--- config.mk ---
export PLATFORM = sky130hd
export DESIGN_NAME = tpa_isqrt
export DESIGN_NICKNAME = d
export VERILOG_FILES = /design/src/design/tpa_isqrt.sv
export SDC_FILE = /design/constraint.sdc
export NUM_CORES = 2
export LEC_CHECK = 0
export ABC_AREA = 1
export BUFFER_PORTS_ARGS = -buffer_cell sky130_fd_sc_hd__buf_2
export CAP_MARGIN = 20
export CORE_ASPECT_RATIO = 0.8
export CORE_MARGIN = 3
export CORE_UTILIZATION = 40
export CTS_CLUSTER_DIAMETER = 150
export CTS_CLUSTER_SIZE = 24
export DETAILED_ROUTE_END_ITERATION = 10
export HOLD_SLACK_MARGIN = 0.1
export PLACE_DENSITY_LB_ADDON = 0.12
export SYNTH_ARGS = -nofsm -noshare
export SYNTH_HDL_FRONTEND = slang
export SYNTH_SLANG_ARGS = --single-unit
--- constraint.sdc ---
create_clock -name clk -period 3.1 [get_ports clk]
set_input_delay 0.62 -clock clk [delete_from_list [all_inputs] [get_ports clk]]
set_output_delay 0.62 -clock clk [all_outputs]
set_load 0.02 [all_outputs]
--- src/design/tpa_isqrt.sv ---
`timescale 1ns / 1ps
// ----------------------------------------------------------------------------
// tpa_isqrt
// Pipelined floor square root, one root bit per stage, with a sideband that
// travels alongside. One operand per cycle is accepted.
// ----------------------------------------------------------------------------
module tpa_isqrt #(
  parameter int RAD_W = 50,
  parameter int SB_W  = 1
) (
  input  logic                 clk,
  input  logic                 rst_n,
  input  logic                 in_valid,
  input  logic [RAD_W-1:0]     in_rad,
  input  logic [SB_W-1:0]      in_sb,
  output logic                 out_valid,
  output logic [RAD_W/2-1:0]   out_root,
  output logic [SB_W-1:0]      out_sb
);

  localparam int N = RAD_W / 2;

  logic             v_r   [N];
  logic [N+1:0]     rem_r [N];
  logic [N-1:0]     q_r   [N];
  logic [RAD_W-1:0] x_r   [N];
  logic [SB_W-1:0]  sb_r  [N];

  for (genvar k = 0; k < N; k++) begin : g_stage
    logic             v_i;
    logic [N+1:0]     rem_i;
    logic [N-1:0]     q_i;
    logic [RAD_W-1:0] x_i;
    logic [SB_W-1:0]  sb_i;
    logic [N+1:0]     rem_s;
    logic [N+1:0]     trial;
    logic             ge;

    if (k == 0) begin : g_first
      assign v_i   = in_valid;
      assign rem_i = '0;
      assign q_i   = '0;
      assign x_i   = in_rad;
      assign sb_i  = in_sb;
    end else begin : g_next
      assign v_i   = v_r[k-1];
      assign rem_i = rem_r[k-1];
      assign q_i   = q_r[k-1];
      assign x_i   = x_r[k-1];
      assign sb_i  = sb_r[k-1];
    end

    // remainder stays below 2^N on entry, so the top two bits are free
    assign rem_s = {rem_i[N-1:0], x_i[RAD_W-1:RAD_W-2]};
    assign trial = {q_i, 2'b01};
    assign ge    = (rem_s >= trial);

    always_ff @(posedge clk) begin
      if (!rst_n) begin
        v_r[k] <= 1'b0;
      end else begin
        v_r[k] <= v_i;
      end
    end

    always_ff @(posedge clk) begin
      rem_r[k] <= ge ? (rem_s - trial) : rem_s;
      q_r[k]   <= {q_i[N-2:0], ge};
      x_r[k]   <= x_i << 2;
      sb_r[k]  <= sb_i;
    end
  end

  assign out_valid = v_r[N-1];
  assign out_root  = q_r[N-1];
  assign out_sb    = sb_r[N-1];

endmodule

==> metrics.txt <==
outcome=finished clean; Leakage Power=between 40 and 50 nW; global placer's final weighted congestion=0.9248; GRT Total Usage=20.79%; final setup fails=0; CTS Sinks=~1500; sequential area share after synthesis=between 40% and 50%; post-route ant nets=0; Post-Syn Nets=~10000; TritonCTS clock tree=done; Starting Density=40.36%; slowest stage delay, CP=roughly 0.65 ns; worst slew pin tran=roughly 0.84 ns; worst path required time=approximately 3.7 ns; clk slew on worst S/H paths=0.11 ns; CORE AREA=169600 um2; Area Growth Syn to Fin=7.824%; Hold Path Class=reg2reg; chip height=between 300 and 400 um; Crit path depth=10; VDD IR max=0.5208 mV; chip width=468.5 um; slew margin rel.=43.55%; RSZ-0062 raised after global routing=false; clock root cell=clkbuf_16; Setup crit start=q_r[2][170]$_DFF_P_; startpoint class of the critical path=flop; Design Area, Final=73800 um2; total CTS buffers=74; Mapped Area=around 68000 um2; CTS Buffer Depth=3; fin. max-slew vios=0; PortBufs=80; commonest cells in the netlist=nand2_1 (3314), inv_1 (1698), dfxtp_1 (1542); endpoints failing hold=0; Power Density=718.2 nW/um2; count of unique library cells instantiated by Yosys=between 40 and 50; Max Cap Viol=0; vias=around 56000; #FFs+latches synth=about 1500; worst r2r src=q_r[2][170]$_DFF_P_; first-pass GRT wire length=290900 um; WP data arrival=between 3 and 4 ns; r2r endpoint=rem_r[11][46]$_DFF_P_; YS warnings=0; Top FF cell, synth=dfxtp_1; CP Cell Sequence=inv_1 > ha_1 > a21oi_1 > nand2_1 > nand2_1 > nand2_1 > a21oi_4 > nand3_4 > nand2_1 > nand2_1; CP endpoint=rem_r[11][46]$_DFF_P_; flop-to-flop setup slack=~0.28 ns; DIE AREA=between 150000 and 200000 um2; grt ovf=0; first drt pass iteration count=6; drt wl/cell=between 15 and 20 um; Setup crit end kind=flop; htree depth=3; Yosys top cell by area=dfxtp_1; Net count, final=between 10000 and 15000; IO Pins=about 80; Final HPWL DP=between 150000 and 200000 um; layout cell share with drive strength beyond 1=around 4.0%; Slowest cell on crit path=a21oi_4; area of placed instances=71270 um2; Tcrit/Tclk final=between 90% and 100%; worst-path maximum fanout=26; most frequent CP cell=nand2_1; Post-Synthesis Cells=around 9600; initial antenna violation count=6; # rows=around 140; Worst Clk Skew=~0.041 ns; Worst-Skew Late Latency=0.74 ns; maximum number of pins on one net before global-route repair=30; CP bufs+invs=1; FFs w/ async S/R, synth=0%; Iter 0 DRT Violations=between 4000 and 5000; EDFF count, synth=0; most frequent cell after synthesis=nand2_1; cell family with most CP delay=simple AND/OR/NAND/NOR gates; R2R depth=10; setup TNS=0 ns; Via density=between 4 and 5; setup bufs post-CTS=0; number of global-route vias before repair=between 50000 and 60000; final wirelength=between 150000 and 200000 um; Area contributors post-synth=dfxtp_1 (45%), nand2_1 (18%), inv_1 (9.3%); drt drc=0; WS Path Type=reg2reg; Peak Freq=roughly 0.35 GHz; top-area cell type share of the netlist area=around 45%; min Tclk post-route=2.824 ns; Avg Cell Area, Syn=approximately 7.2 um2
## cell type report
cell class,instances,area [um2]
clock buffer,77,1916
clock inverter,6,78.83
tap,2260,2828
inverter,1720,6466
fill,17610,95790
timing repair buffer,175,1246
antenna,2,5.005
multi-input combinational,6201,30390
sequential,1542,30870
## registers in the layout (all words and copies together) (netlist names)
signal  count
x_r       600
q_r       325
v_r        25
rem_r     567
sb_r       25
## routing by layer
| metal | track usage, % | routed length, um | part of all wire [%] |
|---|---|---|---|
| met4 | 4.664 | 4146 | 2.2 |
| met1 | 32.07 | 96700 | 52 |
| met2 | 30.20 | 74210 | 40 |
| met3 | 3.047 | 11160 | 6.0 |
| met5 | 0 | 13 | 0.0070 |
## worst min-delay path by stage
| stage | startpoint | end | slack (ns) | cells past startpoint |
|---|---|---|---|---|
| after floorplan | sb_r[0][0]$_DFF_P_ | sb_r[0][1]$_DFF_P_ | 0.31 | 0 |
| after global placement | x_r[3][74]$_DFF_P_ | x_r[3][124]$_DFF_P_ | 0.31 | 0 |
| after detailed placement | sb_r[1][5]$_DFF_P_ | sb_r[1][6]$_DFF_P_ | 0.31 | 0 |
| after CTS | rst_n | v_r[0][2]$_DFF_P_ | 0.24 | 3 |
| after global routing | rst_n | v_r[1][0]$_DFF_P_ | 0.28 | 3 |
| final | x_r[2][139]$_DFF_P_ | x_r[2][189]$_DFF_P_ | 0.31 | 0 |
## placed cells by master (no fill, tap or decap), types with 76 or more instances in the layout
| cell | n |
|---|---|
| dfxtp_1 | 1542 |
| a21oi_1 | 299 |
| nand3_1 | 541 |
| nand4_1 | 175 |
| clkbuf_16 | 76 |
| nor2_1 | 781 |
| xor2_1 | 166 |
| nand2_1 | 3314 |
| buf_2 | 80 |
| ha_1 | 351 |
| nand3b_1 | 80 |
| o21ai_0 | 129 |
| inv_1 | 1698 |
## through the flow
| stage | utilization, % | power (mW) | std cells | setup WS [ns] | hold WS [ns] |
|---|---|---|---|---|---|
| after floorplan | - | 37.18 | 9552 | 1.170 | 0.3096 |
| after global placement | 42.03 | 42.61 | 11845 | 0.3633 | 0.3097 |
| after detailed placement | 42.03 | 42.57 | 11845 | 0.2874 | 0.3121 |
| after CTS | 43.52 | 53.58 | 11981 | 0.2445 | 0.2445 |
| after global routing | 43.52 | 56.88 | 11982 | 0.06199 | 0.2843 |
| final | 43.52 | 53.00 | 11983 | 0.2759 | 0.3052 |
## report_power, final
group / switching [mW] / internal [mW] / total (mW)
combinational: 10.6 / 5.37 / 16.0
sequential: 3.03 / 23.2 / 26.3
clock: 6.24 / 4.48 / 10.7
total: 19.9 / 33.1 / 53.0
## kinds of logic (layout without fill, tap and decap cells)
kind of cell	count (synthesis)	in the layout	share of synthesized area [%]
simple gates	5097	5097	30.87
buf+inv	1809	1978	10.50
flops	1542	1542	45.10
compound gates	527	527	4.228
fa+ha+maj	351	351	6.416
xor+xnor	225	225	2.879
other cells	1	3	0.005479
## what timing repair did
| item | 4_1_cts | 5_1_grt |
|---|---|---|
| hold buffers | 53 | 0 |
| hold endpoints to repair | 53 | 0 |
| gates resized for setup | 0 | 0 |
Power figures use the tool's default switching activity.
